--- src/rtl/afr_pkg.sv ---
// Shared types and constants of the adapter frame receiver.
package afr_pkg;

  localparam logic [7:0] StartByte    = 8'hAA;
  localparam logic [7:0] StopByte     = 8'h55;
  localparam logic [7:0] SettingsInfo = 8'h55;
  localparam logic [3:0] DataNibble   = 4'hC;
  localparam logic [4:0] DataBaseLen  = 5'd5;
  localparam logic [4:0] SettingsLen  = 5'd20;
  localparam logic [4:0] ShortLen     = 5'd2;
  localparam int unsigned QueueDepth  = 2;

  typedef enum logic [1:0] {
    KIND_SHORT    = 2'd0,
    KIND_DATA     = 2'd1,
    KIND_SETTINGS = 2'd2
  } afr_kind_e;

  typedef enum logic [1:0] {
    ST_GOOD     = 2'd0,
    ST_CHECKSUM = 2'd1,
    ST_NO_STOP  = 2'd2
  } afr_status_e;

  // One received byte with the tests that need no frame state.
  typedef struct packed {
    logic [7:0] rx_byte;
    logic       is_start;
    logic       is_settings;
    logic       is_data;
    logic [4:0] data_len;
  } afr_item_t;

endpackage

--- src/rtl/afr_front.sv ---
// Front end: accept request bytes and classify them for the frame tracker.
module afr_front
  import afr_pkg::*;
(
  input  logic       in_valid_i,
  output logic       in_stall_o,
  input  logic [7:0] rx_byte_i,
  input  logic       q_full_i,
  output logic       q_push_o,
  output afr_item_t  q_item_o
);

  assign in_stall_o = q_full_i;
  assign q_push_o   = in_valid_i && !q_full_i;

  always_comb begin
    q_item_o.rx_byte     = rx_byte_i;
    q_item_o.is_start    = (rx_byte_i == StartByte);
    q_item_o.is_settings = (rx_byte_i == SettingsInfo);
    q_item_o.is_data     = (rx_byte_i[7:4] == DataNibble);
    q_item_o.data_len    = DataBaseLen + {1'b0, rx_byte_i[3:0]};
  end

endmodule

--- src/rtl/afr_queue.sv ---
// Small register queue between the front end and the frame tracker.
module afr_queue
  import afr_pkg::*;
#(
  parameter int unsigned DEPTH = 2
) (
  input  logic      clk_i,
  input  logic      rst_ni,
  input  logic      push_i,
  input  afr_item_t item_i,
  output logic      full_o,
  input  logic      pop_i,
  output logic      empty_o,
  output afr_item_t item_o
);

  localparam int unsigned PtrW = (DEPTH > 1) ? $clog2(DEPTH) : 1;
  localparam int unsigned CntW = $clog2(DEPTH + 1);
  localparam logic [PtrW-1:0] LastPtr = PtrW'(DEPTH - 1);
  localparam logic [CntW-1:0] FullCnt = CntW'(DEPTH);

  afr_item_t       slot_q [DEPTH];
  logic [PtrW-1:0] wr_ptr_q, wr_ptr_d, rd_ptr_q, rd_ptr_d;
  logic [CntW-1:0] cnt_q, cnt_d;

  assign full_o  = (cnt_q == FullCnt);
  assign empty_o = (cnt_q == '0);
  assign item_o  = slot_q[rd_ptr_q];

  always_comb begin
    wr_ptr_d = wr_ptr_q;
    rd_ptr_d = rd_ptr_q;
    cnt_d    = cnt_q;
    if (push_i) begin
      wr_ptr_d = (wr_ptr_q == LastPtr) ? '0 : wr_ptr_q + 1'b1;
    end
    if (pop_i) begin
      rd_ptr_d = (rd_ptr_q == LastPtr) ? '0 : rd_ptr_q + 1'b1;
    end
    if (push_i && !pop_i) begin
      cnt_d = cnt_q + 1'b1;
    end else if (pop_i && !push_i) begin
      cnt_d = cnt_q - 1'b1;
    end
  end

  always_ff @(posedge clk_i or negedge rst_ni) begin
    if (!rst_ni) begin
      wr_ptr_q <= '0;
      rd_ptr_q <= '0;
      cnt_q    <= '0;
    end else begin
      wr_ptr_q <= wr_ptr_d;
      rd_ptr_q <= rd_ptr_d;
      cnt_q    <= cnt_d;
    end
  end

  always_ff @(posedge clk_i) begin
    if (push_i) begin
      slot_q[wr_ptr_q] <= item_i;
    end
  end

endmodule

--- src/rtl/afr_tracker.sv ---
// Back end: track frame position, length and checksum; register each result.
module afr_tracker
  import afr_pkg::*;
(
  input  logic       clk_i,
  input  logic       rst_ni,
  input  logic       q_empty_i,
  input  afr_item_t  q_item_i,
  output logic       q_pop_o,
  output logic       out_valid_o,
  input  logic       out_stall_i,
  output logic [7:0] byte_out_o,
  output logic [4:0] position_o,
  output logic       frame_end_o,
  output logic [1:0] frame_kind_o,
  output logic [1:0] status_o
);

  logic [4:0]  count_q, count_d;
  logic        start_ok_q, start_ok_d;
  afr_kind_e   kind_q, kind_d;
  logic [7:0]  sum_q, sum_d;
  logic [4:0]  exp_len_q, exp_len_d;

  logic        valid_q;
  logic [7:0]  byte_q;
  logic [4:0]  pos_q;
  logic        end_q;
  afr_kind_e   okind_q;
  afr_status_e ostat_q;

  afr_kind_e   kind_now;
  afr_status_e stat_now;
  logic        end_now;
  logic [4:0]  len_now;

  // Take the next byte when the result register is empty or being drained.
  assign q_pop_o = !q_empty_i && (!valid_q || !out_stall_i);

  always_comb begin
    count_d    = count_q;
    start_ok_d = start_ok_q;
    kind_d     = kind_q;
    sum_d      = sum_q;
    exp_len_d  = exp_len_q;
    kind_now   = KIND_SHORT;
    stat_now   = ST_GOOD;
    end_now    = 1'b0;
    len_now    = exp_len_q;

    if (count_q == 5'd0) begin
      start_ok_d = q_item_i.is_start;
      sum_d      = '0;
      exp_len_d  = ShortLen;
    end else begin
      if (count_q == 5'd1) begin
        if (start_ok_q && q_item_i.is_settings) begin
          kind_now = KIND_SETTINGS;
          len_now  = SettingsLen;
        end else if (start_ok_q && q_item_i.is_data) begin
          kind_now = KIND_DATA;
          len_now  = q_item_i.data_len;
        end else begin
          kind_now = KIND_SHORT;
          len_now  = ShortLen;
        end
        kind_d    = kind_now;
        exp_len_d = len_now;
      end else begin
        kind_now = kind_q;
      end

      if ({1'b0, count_q} + 6'd1 >= {1'b0, len_now}) begin
        end_now = 1'b1;
        if (kind_now == KIND_SETTINGS) begin
          if (q_item_i.rx_byte != sum_q) stat_now = ST_CHECKSUM;
        end else if (q_item_i.rx_byte != StopByte) begin
          stat_now = ST_NO_STOP;
        end
      end else if (count_q >= 5'd2) begin
        sum_d = sum_q + q_item_i.rx_byte;
      end
    end

    if (end_now) begin
      count_d   = '0;
      exp_len_d = ShortLen;
      sum_d     = '0;
    end else begin
      count_d = count_q + 5'd1;
    end
  end

  always_ff @(posedge clk_i or negedge rst_ni) begin
    if (!rst_ni) begin
      count_q    <= '0;
      start_ok_q <= 1'b0;
      kind_q     <= KIND_SHORT;
      sum_q      <= '0;
      exp_len_q  <= ShortLen;
      valid_q    <= 1'b0;
    end else begin
      if (q_pop_o) begin
        count_q    <= count_d;
        start_ok_q <= start_ok_d;
        kind_q     <= kind_d;
        sum_q      <= sum_d;
        exp_len_q  <= exp_len_d;
        valid_q    <= 1'b1;
      end else if (!out_stall_i) begin
        valid_q <= 1'b0;
      end
    end
  end

  always_ff @(posedge clk_i) begin
    if (q_pop_o) begin
      byte_q  <= q_item_i.rx_byte;
      pos_q   <= count_q;
      end_q   <= end_now;
      okind_q <= kind_now;
      ostat_q <= stat_now;
    end
  end

  assign out_valid_o  = valid_q;
  assign byte_out_o   = byte_q;
  assign position_o   = pos_q;
  assign frame_end_o  = end_q;
  assign frame_kind_o = okind_q;
  assign status_o     = ostat_q;

  a_pos_range: assert property (@(posedge clk_i) disable iff (!rst_ni)
    valid_q |-> (pos_q <= 5'd19))
    else $error("position beyond settings frame length");

  a_status_only_at_end: assert property (@(posedge clk_i) disable iff (!rst_ni)
    (valid_q && !end_q) |-> (ostat_q == ST_GOOD))
    else $error("status raised before frame end");

  a_first_byte_short: assert property (@(posedge clk_i) disable iff (!rst_ni)
    (valid_q && pos_q == 5'd0) |-> (okind_q == KIND_SHORT && !end_q))
    else $error("first byte of frame carries a kind or an end");

  a_end_resets_count: assert property (@(posedge clk_i) disable iff (!rst_ni)
    (q_pop_o && end_now) |=> (count_q == 5'd0 && exp_len_q == ShortLen))
    else $error("frame end did not restart the frame");

endmodule

--- src/rtl/adapter_frame_receiver.sv ---
// Top level of the adapter frame receiver: front end, queue and frame tracker.
// Data path: an accepted request byte is stored in the queue, then its result in the result register.
// Throughput: one byte per cycle while neither side stalls; the front end stores into a two-entry queue and the
//   tracker drains it into a result register, so input and output stall independently.
// Reset (rst_ni low, asynchronous): queue emptied, no result pending, frame state
//   back to the start of a frame with an expected length of two bytes.
module adapter_frame_receiver
  import afr_pkg::*;
(
  input  logic       clk_i,
  input  logic       rst_ni,
  input  logic       in_valid_i,
  output logic       in_stall_o,
  input  logic [7:0] rx_byte_i,
  output logic       out_valid_o,
  input  logic       out_stall_i,
  output logic [7:0] byte_out_o,
  output logic [4:0] position_o,
  output logic       frame_end_o,
  output logic [1:0] frame_kind_o,
  output logic [1:0] status_o
);

  // Classified request bytes travel through the queue as one struct.
  afr_item_t push_item, pop_item;
  logic      q_push, q_pop, q_full, q_empty;

  // Front end: classify start, info and length nibble; stall only when the queue is full.
  afr_front u_front (
    .in_valid_i (in_valid_i),
    .in_stall_o (in_stall_o),
    .rx_byte_i  (rx_byte_i),
    .q_full_i   (q_full),
    .q_push_o   (q_push),
    .q_item_o   (push_item)
  );

  // Decouple the two sides; a push and a pop may happen in the same cycle.
  afr_queue #(
    .DEPTH (QueueDepth)
  ) u_queue (
    .clk_i   (clk_i),
    .rst_ni  (rst_ni),
    .push_i  (q_push),
    .item_i  (push_item),
    .full_o  (q_full),
    .pop_i   (q_pop),
    .empty_o (q_empty),
    .item_o  (pop_item)
  );

  // Back end: hold frame position, kind and checksum; drop to a new frame at each end.
  afr_tracker u_tracker (
    .clk_i        (clk_i),
    .rst_ni       (rst_ni),
    .q_empty_i    (q_empty),
    .q_item_i     (pop_item),
    .q_pop_o      (q_pop),
    .out_valid_o  (out_valid_o),
    .out_stall_i  (out_stall_i),
    .byte_out_o   (byte_out_o),
    .position_o   (position_o),
    .frame_end_o  (frame_end_o),
    .frame_kind_o (frame_kind_o),
    .status_o     (status_o)
  );

endmodule

--- config.mk ---
export PLATFORM = sky130hd
export DESIGN_NAME = adapter_frame_receiver
export DESIGN_NICKNAME = d
export VERILOG_FILES = /design/src/rtl/afr_pkg.sv /design/src/rtl/afr_front.sv /design/src/rtl/afr_queue.sv /design/src/rtl/afr_tracker.sv /design/src/rtl/adapter_frame_receiver.sv
export SDC_FILE = /design/constraint.sdc
export NUM_CORES = 1
export LEC_CHECK = 0
export BUFFER_PORTS_ARGS = -buffer_cell sky130_fd_sc_hd__buf_4
export CORE_MARGIN = 3
export CORE_UTILIZATION = 59
export DETAILED_ROUTE_END_ITERATION = 16
export GPL_TIMING_DRIVEN = 0
export HOLD_SLACK_MARGIN = 0.15
export PLACE_DENSITY = 0.77
export SKIP_CTS_REPAIR_TIMING = 1
export SLEW_MARGIN = 30
export SYNTH_ARGS = -nofsm -noshare
export SYNTH_HDL_FRONTEND = slang
export SYNTH_SLANG_ARGS = --single-unit
--- constraint.sdc ---
create_clock -name clk_i -period 3.75 [get_ports clk_i]
set_input_delay 0.5625 -clock clk_i [delete_from_list [all_inputs] [get_ports clk_i]]
set_output_delay 0.5625 -clock clk_i [all_outputs]
set_load 0.01 [all_outputs]
==> results of run 1 <==
state kept, by name, summed over array words and instances, names as in the netlist:
signal and flops:
u_tracker.exp_len_q 5, u_tracker.status_o 2, u_queue.slot_q 32, u_tracker.frame_kind_o 2
u_queue.wr_ptr_q 1, u_tracker.kind_q 2, u_tracker.position_o 5, u_tracker.start_ok_q 1
u_tracker.out_valid_o 1, u_tracker.frame_end_o 1, u_tracker.sum_q 8, u_tracker.count_q 5
u_tracker.byte_out_o 8, u_queue.cnt_q 2, u_queue.rd_ptr_q 1
Yosys cell counts, types with 2 or more instances:
master and number:
mux2i_1 5, o21a_1 2, nand3_1 9, nor2b_1 2, xor2_1 4, nand2_1 23, nor4_1 2, dfrtp_1 25
edfxtp_1 50, o21ai_0 5, nor2_1 18, mux2_2 8, nor4bb_1 3, nand2b_1 4, o21ai_1 7, xnor2_1 11
a21o_1 3, a211oi_2 2, o21bai_1 2, nor3_1 2, mux2_1 2, inv_1 14, nor2_2 2, a21oi_1 15
a22o_1 8, a211oi_1 2, and3_1 2, ha_1 20, buf_2 2
metrics by stage:
step                      cells  area, µm²
after floorplan             280       3610
after global placement      383       3930
after detailed placement    383       3930
after CTS                   399       4120
after global routing        400       4130
final                       400       4130
cells by family (layout without fill, tap and decap cells):
group           after synthesis  count (layout)  synth area share
mux                          15              15            0.0451
xor+xnor                     15              15            0.0364
flops                        76              76             0.597
fa+ha+maj                    21              21            0.0749
compound gates               57              57             0.113
simple gates                 76              76             0.111
buf+inv                      20              68            0.0225
metal layers:
| layer | part of all wire | track usage |
|---|---|---|
| met1 | 0.45 | 0.268 |
| met2 | 0.48 | 0.328 |
| met3 | 0.045 | 0.0500 |
| met4 | 0.018 | 0.0921 |
| met5 | 0 | 0 |
path summary, 6_finish.rpt:
kind / from / to
max: u_tracker.count_q[3] / u_tracker.sum_q[2]
min: rx_byte_i[4] / u_queue.slot_q[0][12]
max reg2reg: u_tracker.count_q[3] / u_tracker.sum_q[2]
min reg2reg: u_tracker.kind_q[1] / u_tracker.kind_q[1]
max in group asynchronous: rst_ni / u_tracker.exp_len_q[1]
min in group asynchronous: rst_ni / u_tracker.count_q[1]
area by class of cell:
type / instances / area (µm²)
buffer: 4 / 21.3
timing repair buffer: 32 / 243
fill: 415 / 1580
multi-input combinational: 184 / 1380
clock inverter: 7 / 60.1
sequential: 76 / 2150
tap: 72 / 90.1
clock buffer: 9 / 124
inverter: 16 / 60.1
power by group through the flow:
stage / combinational, mW / clock, mW / sequential, mW
finish: 1.71 / 0.575 / 1.39
global route: 1.89 / 0.622 / 1.43
CTS: 1.71 / 0.582 / 1.40
detailed placement: 1.70 / 0 / 1.41
global placement: 1.66 / 0 / 1.40
floorplan: 1.18 / 0 / 1.43
==> impl_metrics.env, run 1 <==
export IMPL_dr_pass1_iters=5
export IMPL_row_count=27
export IMPL_seqPwrFrac=0.380
export IMPL_dieArea_um2=7090
export IMPL_final_nets=356
export IMPL_pwr_share_comb=0.464
export IMPL_hold_depth=1
export IMPL_yosys_cell_types_count=55
export IMPL_antenna_found_initial=0
export IMPL_coreArea_um2=5710
export IMPL_irDropWorstVdd_mv=0.442
export IMPL_fin_crit_sh=0.813
export IMPL_p_total_mw=3.67
export IMPL_grt_ovfl_total=0
export IMPL_h_tree_depth=3
export IMPL_mostFrequentLayoutCells="50 x edfxtp_1, 32 x buf_4, 25 x dfrtp_1, 23 x nand2_1, 20 x ha_1"
export IMPL_grt_pass1_wl_mm=11.3
export IMPL_synth_area_leader_cell="edfxtp_1"
export IMPL_status="completed"
export IMPL_max_freq_ghz=0.328
export IMPL_num_vias=2291
export IMPL_hold_path_class="input port to register"
export IMPL_ys_seq_area_frac=0.597
export IMPL_antenna_left=0
export IMPL_cpLargestDelayFamily="simple AND/OR/NAND/NOR gates"
export IMPL_tightest_slew_ns=0.931
export IMPL_diodes=0
export IMPL_start_util=0.632
export IMPL_yosys_warnings=0
export IMPL_fin_hold_ws_ns=0.416
export IMPL_slew_viol_final=0
export IMPL_layout_setup_ws_ns=0.699
export IMPL_place_hpwl_mm=4.75
export IMPL_rsz0062_at_grt="no"
export IMPL_path_common_cell="a22o_1"
export IMPL_die_w_um=84.2
export IMPL_path_class="register to register"
export IMPL_cp_arrival_ns=3.34
export IMPL_syn_nets=313
export IMPL_gr_usage_all_layers=0.205
export IMPL_grt_max_degree=28
export IMPL_gp_congestion=0.833
export IMPL_clk_transition_reported_paths_ns=0.09
export IMPL_drc=0
export IMPL_finalCoreUtilization=0.723
export IMPL_hold_violations=0
export IMPL_fin_crit_ns=3.05
export IMPL_avgSynthCellArea_um2=12.9
export IMPL_clkPwrFrac=0.156
export IMPL_fp_dieH_um=84.2
export IMPL_io_buffers=31
export IMPL_via_per_inst=5.73
export IMPL_synth_main_ff_cell="edfxtp_1"
export IMPL_cts_buffers=9
export IMPL_setup_viol=0
export IMPL_syn_cell_area_um2=3610
export IMPL_maxCapViolCount=0
export IMPL_critPathBufInv=1
export IMPL_clkLatencyLatePin_ns=0.35
export IMPL_wl_per_cell_um=16.8
export IMPL_powerDensity_nw_per_um2=890
export IMPL_root_buffer="clkbuf_8"
export IMPL_cts_tree="yes"
export IMPL_synthArstFlopShare=0.342
export IMPL_swShare=0.403
export IMPL_end_kind="register"
export IMPL_start_kind="register"
export IMPL_clock_sinks=76
export IMPL_place_ws_ns=0.723
export IMPL_drt_wl_total_mm=6.71
export IMPL_rrSetupSlack_ns=0.70
export IMPL_synth_top_area_frac=0.416
export IMPL_finalSetupTns_ns=0
export IMPL_cp_slowest_cell="dfrtp_1"
export IMPL_clock_skew_ns=0.0116
export IMPL_drive_gt1_frac=0.229
export IMPL_switchingPower_mw=1.48
export IMPL_required_ns=4.04
export IMPL_synth_edf_count=50
export IMPL_clk_path_buf_depth=2
export IMPL_crit_fanout=10
export IMPL_area_growth_pct=14.4
export IMPL_drt_iter0_markers=141
export IMPL_postSynthCellCount=280
export IMPL_path_cells="nor3_4 -> nand2_1 -> buf_2 -> a22o_1 -> ha_1 -> nand2b_1 -> a21oi_1 -> o211ai_2 -> or2_4 -> nor2_2 -> a22o_1"
export IMPL_p_int_mw=2.19
export IMPL_slowest_delay_ns=0.47
export IMPL_rr_worst_depth=11
export IMPL_slew_headroom=0.376
export IMPL_cp_num_cells=11
export IMPL_yosys_top_cells_area="edfxtp_1 42%, dfrtp_1 17%, ha_1 6.9%, xnor2_1 2.7%, mux2_2 2.5%"
export IMPL_ys_ff_latch=76
export IMPL_leakage_nw=1.71
export IMPL_layout_commonest_cell="edfxtp_1"
export IMPL_io_pin_count=32
export IMPL_grt_pass1_vias=2324
Note: power is estimated with default switching activity, not from simulation.
==> run 2: changes to the inputs <==
==> constraint.sdc (replaced) <==
create_clock -name clk_i -period 2.9 [get_ports clk_i]
set_input_delay 0.435 -clock clk_i [delete_from_list [all_inputs] [get_ports clk_i]]
set_output_delay 0.435 -clock clk_i [all_outputs]
set_load 0.01 [all_outputs]
==> run 2 against run 1 <==
  * Clock power is 29% higher
  * Sequential cell count stayed put
  * Utilization grew 1.5 points
  * Cell count increased by 1.8%
  * Sequential share of layout area decreased by 0.94 points
  * Global-route usage unchanged
  * Non-clock buffer count up 7
  * Count of clock-buffer cells in the layout unchanged
  * Setup slack got worse by 0.60 ns
  * Critical path depth unchanged
  * Critical endpoint is now u_tracker.sum_q[7]
  * Largest cell class unchanged
==> impl_metrics.env, run 2 (synthesis gave the netlist of run 1 again) <==
export IMPL_via_per_inst=5.70
export IMPL_mostFrequentLayoutCells="50 x edfxtp_1, 40 x buf_4, 22 x nand2_1, 20 x dfrtp_1, 19 x ha_1"
export IMPL_clk_path_buf_depth=2
export IMPL_tightest_slew_ns=0.891
export IMPL_rrSetupSlack_ns=0.09
export IMPL_grt_max_degree=28
export IMPL_io_pin_count=32
export IMPL_drt_wl_total_mm=6.86
export IMPL_fin_hold_ws_ns=0.290
export IMPL_maxCapViolCount=0
export IMPL_fp_dieH_um=84.2
export IMPL_grt_pass1_wl_mm=11.3
export IMPL_clk_transition_reported_paths_ns=0.09
export IMPL_setup_viol=0
export IMPL_required_ns=3.18
export IMPL_io_buffers=31
export IMPL_area_growth_pct=16.8
export IMPL_dr_pass1_iters=4
export IMPL_antenna_left=0
export IMPL_clock_skew_ns=0.0141
export IMPL_wl_per_cell_um=16.9
export IMPL_start_util=0.632
export IMPL_postPlaceCellArea_um2=3930
export IMPL_crit_fanout=10
export IMPL_clock_sinks=76
export IMPL_coreArea_um2=5710
export IMPL_layout_commonest_cell="edfxtp_1"
export IMPL_fin_crit_sh=0.967
export IMPL_num_vias=2318
export IMPL_drc=0
export IMPL_final_area_um2=4210
export IMPL_powerDensity_nw_per_um2=1160
export IMPL_grt_pass1_vias=2324
export IMPL_drt_iter0_markers=97
export IMPL_cp_arrival_ns=3.09
export IMPL_drive_gt1_frac=0.281
export IMPL_final_nets=363
export IMPL_clkLatencyLatePin_ns=0.35
export IMPL_layout_cells_non_filler=407
export IMPL_end_kind="register"
export IMPL_irDropWorstVdd_mv=0.604
export IMPL_fin_crit_ns=2.81
export IMPL_place_hpwl_mm=4.75
export IMPL_hold_path_class="input port to register"
export IMPL_cts_tree="yes"
export IMPL_leakage_nw=1.75
export IMPL_place_inst=383
export IMPL_diodes=0
export IMPL_largest_reg_flops=32
export IMPL_row_count=27
export IMPL_gp_congestion=0.833
export IMPL_hold_violations=0
export IMPL_slew_viol_final=0
export IMPL_status="completed"
export IMPL_start_kind="register"
export IMPL_die_w_um=84.2
export IMPL_regMostFlops="u_queue.slot_q"
export IMPL_cts_buffers=9
export IMPL_dieArea_um2=7090
export IMPL_h_tree_depth=3
export IMPL_gr_usage_all_layers=0.205
export IMPL_max_freq_ghz=0.356
export IMPL_path_class="register to register"
export IMPL_antenna_found_initial=0
export IMPL_slew_headroom=0.402
export IMPL_root_buffer="clkbuf_8"
export IMPL_grt_ovfl_total=0
run 2: cell types whose count changed in the layout (fill, tap and decap cells not counted), sizes merged:
cell / before / now
buf: 34 / 41
run 2: metal layers:
layer / vias up / GRT usage / wire length (µm)
met2: 62 / 0.328 / 3360
met5: - / 0 / 0
met3: 17 / 0.0500 / 342
li1: 1126 / - / -
met4: 0 / 0.0921 / 147
met1: 1113 / 0.268 / 3010
run 2: critical path, stage by stage, from the launching register on:
cell	delay (ns)
dfrtp_2	0.45
nor3_4	0.30
nand2_2	0.12
buf_4	0.19
a22o_1	0.26
ha_1	0.28
nand2b_1	0.16
a21oi_2	0.18
o211ai_2	0.12
or2_4	0.27
or3_1	0.35
o21ai_1	0.07
run 2: path summary, 6_finish.rpt:
kind                                           start                 endpoint  cells after the start
max in group asynchronous                     rst_ni   u_tracker.exp_len_q[1]                      2
worst max register to register  u_tracker.count_q[3]       u_tracker.sum_q[7]                     11
min in group asynchronous                     rst_ni     u_tracker.count_q[1]                      2
worst max-delay path            u_tracker.count_q[3]       u_tracker.sum_q[7]                     11
worst min-delay path                    rx_byte_i[6]    u_queue.slot_q[0][14]                      1
worst min register to register  u_tracker.count_q[1]  u_tracker.position_o[1]                      0
run 2: area by class of cell:
class / count / area [µm²]
sequential: 76 / 2160
fill: 397 / 1500
multi-input combinational: 184 / 1400
timing repair buffer: 39 / 295
clock buffer: 9 / 124
tap: 72 / 90.1
clock inverter: 7 / 60.1
inverter: 16 / 60.1
buffer: 4 / 23.8
run 2: power breakdown:
group,leakage [nW],total [mW],switching (mW),internal [mW]
combinational,0.850,2.33,1.35,0.986
clock,0.0904,0.743,0.421,0.322
sequential,0.806,1.80,0.187,1.61
total,1.75,4.88,1.95,2.92
run 2: per-stage QoR:
step | utilization | setup WS, ns | TNS (ns) | total power, mW
after floorplan | - | 0.199 | 0 | 3.38
after global placement | 0.688 | -0.0864 | -0.557 | 3.96
after detailed placement | 0.689 | -0.127 | -0.831 | 4.03
after CTS | 0.721 | -0.153 | -1.03 | 4.77
after global routing | 0.738 | -0.0109 | -0.0109 | 5.23
final | 0.738 | 0.0948 | 0 | 4.88
==> run 3: changes to the inputs <==
--- a/config.mk
+++ b/config.mk
@@ -5,6 +5,7 @@
 export SDC_FILE = /design/constraint.sdc
 export NUM_CORES = 1
 export LEC_CHECK = 0
+export ABC_AREA = 1
 export BUFFER_PORTS_ARGS = -buffer_cell sky130_fd_sc_hd__buf_4
 export CORE_MARGIN = 3
 export CORE_UTILIZATION = 59
==> run 3 against run 2 <==
  * Synthesized cell count is 36% higher
  * Global-route usage is 0.16 points higher
  * Die area is 5.3% higher
  * Combinational power is 14% higher
  * Critical path depth is 6 higher
  * Setup slack better by 0.15 ns
  * Power is 9.2% higher
  * Area after synthesis is 5.8% higher
  * Worst hold slack better by 0.0036 ns
  * Maximum frequency is 5.8% higher
  * Critical path type unchanged
  * Critical endpoint is now u_tracker.status_o[0]
==> impl_metrics.env, run 3 <==
export IMPL_status="completed"
export IMPL_cp_arrival_ns=2.74
export IMPL_rsz0062_at_grt="no"
export IMPL_grt_max_degree=28
export IMPL_irDropWorstVdd_mv=0.719
export IMPL_hold_depth=1
export IMPL_gr_usage_all_layers=0.207
export IMPL_row_count=28
export IMPL_yosys_top_cells_area="edfxtp_1 39%, dfrtp_1 16%, nand2_1 10%, ha_1 6.6%, inv_1 4.6%"
export IMPL_tightest_slew_ns=0.851
export IMPL_postSynthCellCount=381
export IMPL_die_w_um=86.4
export IMPL_avgSynthCellArea_um2=10.0
export IMPL_maxCapViolCount=0
export IMPL_hold_violations=0
export IMPL_io_buffers=31
export IMPL_final_nets=457
export IMPL_setup_viol=0
export IMPL_dieArea_um2=7470
export IMPL_drt_iter0_markers=99
export IMPL_worstHoldEndpoint="u_queue.slot_q[0][11]"
export IMPL_syn_cell_area_um2=3810
export IMPL_end_kind="register"
export IMPL_fin_hold_ws_ns=0.293
export IMPL_regMostFlops="u_queue.slot_q"
export IMPL_cts_tree="yes"
export IMPL_reg2reg_to="u_tracker.status_o[0]"
export IMPL_fin_crit_ns=2.65
export IMPL_min_from="rx_byte_i[3]"
export IMPL_required_ns=2.99
export IMPL_area_growth_pct=14.8
export IMPL_clk_path_buf_depth=2
export IMPL_clkLatencyLatePin_ns=0.34
export IMPL_syn_nets=414
export IMPL_antenna_found_initial=0
export IMPL_io_pin_count=32
export IMPL_h_tree_depth=3
export IMPL_clock_skew_ns=0.00604
export IMPL_clock_sinks=76
export IMPL_grt_pass1_vias=2492
export IMPL_largest_reg_flops=32
export IMPL_synth_common_cells="104 x nand2_1, 50 x edfxtp_1, 47 x inv_1, 25 x dfrtp_1, 25 x nor2_1"
export IMPL_finalSetupTns_ns=0
export IMPL_rr_worst_depth=17
export IMPL_drt_wl_total_mm=7.05
export IMPL_clk_transition_reported_paths_ns=0.08
export IMPL_start_util=0.626
export IMPL_synth_edf_count=50
export IMPL_rrSetupSlack_ns=0.25
export IMPL_r2r_start="u_tracker.count_q[0]"
export IMPL_synth_top_area_frac=0.394
export IMPL_cts_buffers=9
export IMPL_yosys_cell_types_count=39
export IMPL_slew_headroom=0.432
export IMPL_drive_gt1_frac=0.193
export IMPL_crit_fanout=6
export IMPL_ys_ff_latch=76
export IMPL_start_kind="register"
export IMPL_path_class="register to register"
export IMPL_place_hpwl_mm=5.07
export IMPL_dr_pass1_iters=4
export IMPL_coreArea_um2=6100
export IMPL_gp_congestion=0.934
export IMPL_mostFrequentLayoutCells="104 x nand2_1, 50 x edfxtp_1, 47 x inv_1, 33 x buf_4, 24 x dfrtp_1"
export IMPL_layout_cells_non_filler=504
export IMPL_powerDensity_nw_per_um2=1220
export IMPL_layout_commonest_cell="nand2_1"
export IMPL_yosys_warnings=0
export IMPL_synthArstFlopShare=0.342
export IMPL_synth_most_common_cell="nand2_1"
export IMPL_fp_dieH_um=86.4
export IMPL_grt_ovfl_total=0
export IMPL_ys_seq_area_frac=0.564
export IMPL_finalCoreUtilization=0.718
export IMPL_drc=0
export IMPL_place_inst=487
export IMPL_synth_area_leader_cell="edfxtp_1"
export IMPL_wl_per_cell_um=14.0
export IMPL_root_buffer="clkbuf_8"
export IMPL_synth_main_ff_cell="edfxtp_1"
export IMPL_leakage_nw=2.02
export IMPL_via_per_inst=5.28
export IMPL_max_freq_ghz=0.377
export IMPL_hold_path_class="input port to register"
export IMPL_grt_pass1_wl_mm=11.8
export IMPL_fin_crit_sh=0.914
export IMPL_diodes=0
export IMPL_num_vias=2661
export IMPL_fillCellCount=458
export IMPL_antenna_left=0
export IMPL_slew_viol_final=0
[run 3: power by group]
group | switching, mW | internal (mW) | leakage [nW]
clock | 0.381 | 0.480 | 0.101
combinational | 1.71 | 0.953 | 1.11
sequential | 0.173 | 1.63 | 0.810
total | 2.26 | 3.06 | 2.02
[run 3: layout make-up]
| class | instances | area [µm²] | share of cell area |
|---|---|---|---|
| multi-input cells | 247 | 1430 | 0.327 |
| well taps | 75 | 93.8 | 0.0214 |
| flip-flops and latches | 76 | 2150 | 0.492 |
| repair buffers | 32 | 243 | 0.0554 |
| plain buffers | 5 | 36.3 | 0.00829 |
| clock buffers | 9 | 124 | 0.0283 |
| clock inverters | 7 | 91.3 | 0.0209 |
| inverters | 53 | 204 | 0.0466 |
[run 3: cells by family after synthesis]
logic type,synth area share
buffers and inverters,0.0630
muxes,0.00525
and+or+nand+nor,0.215
xor gates and xnor gates,0.0253
AOI/OAI and AO/OA,0.0561
DFF,0.564
adders and majority gates,0.0708
[run 3: routing by layer]
metal | GRT usage | up-vias | routed length [µm]
li1 | - | 1340 | -
met1 | 0.278 | 1250 | 3120
met2 | 0.334 | 59 | 3480
met3 | 0.0380 | 12 | 322
met4 | 0.0850 | 0 | 128
met5 | 0 | - | 0
[run 3: worst max-delay path by stage]
stage,startpoint,to,slack (ns)
2_1_floorplan,u_tracker.count_q[1],u_tracker.status_o[0],0.51
3_3_place_gp,u_tracker.count_q[1],u_tracker.status_o[0],0.21
3_5_place_dp,u_tracker.count_q[1],u_tracker.status_o[0],0.10
4_1_cts,u_tracker.count_q[1],u_tracker.status_o[0],0.09
5_1_grt,u_tracker.count_q[1],u_tracker.status_o[0],0.02
6_report,u_tracker.count_q[0],u_tracker.status_o[0],0.25
[run 3: critical path, stage by stage (launching register included)]
cell	delay, ns
dfrtp_1	0.47
ha_1	0.27
nand3_4	0.14
clkinv_4	0.09
nand2_4	0.10
nor2_4	0.04
a22oi_2	0.15
ha_1	0.27
nand2_1	0.06
nand2_1	0.04
nand2_1	0.05
nand2_1	0.06
nor2_2	0.15
nand2_4	0.11
nand2_4	0.11
clkinv_1	0.12
nand2_1	0.11
nor3_2	0.04
[run 3: stage by stage]
| step | setup WS (ns) | instance area [µm²] | total power [mW] |
|---|---|---|---|
| 2_1_floorplan | 0.506 | 3810 | 3.72 |
| 3_3_place_gp | 0.207 | 4140 | 4.36 |
| 3_5_place_dp | 0.101 | 4150 | 4.46 |
| 4_1_cts | 0.0942 | 4360 | 5.33 |
| 5_1_grt | 0.0236 | 4380 | 5.75 |
| 6_report | 0.249 | 4380 | 5.33 |
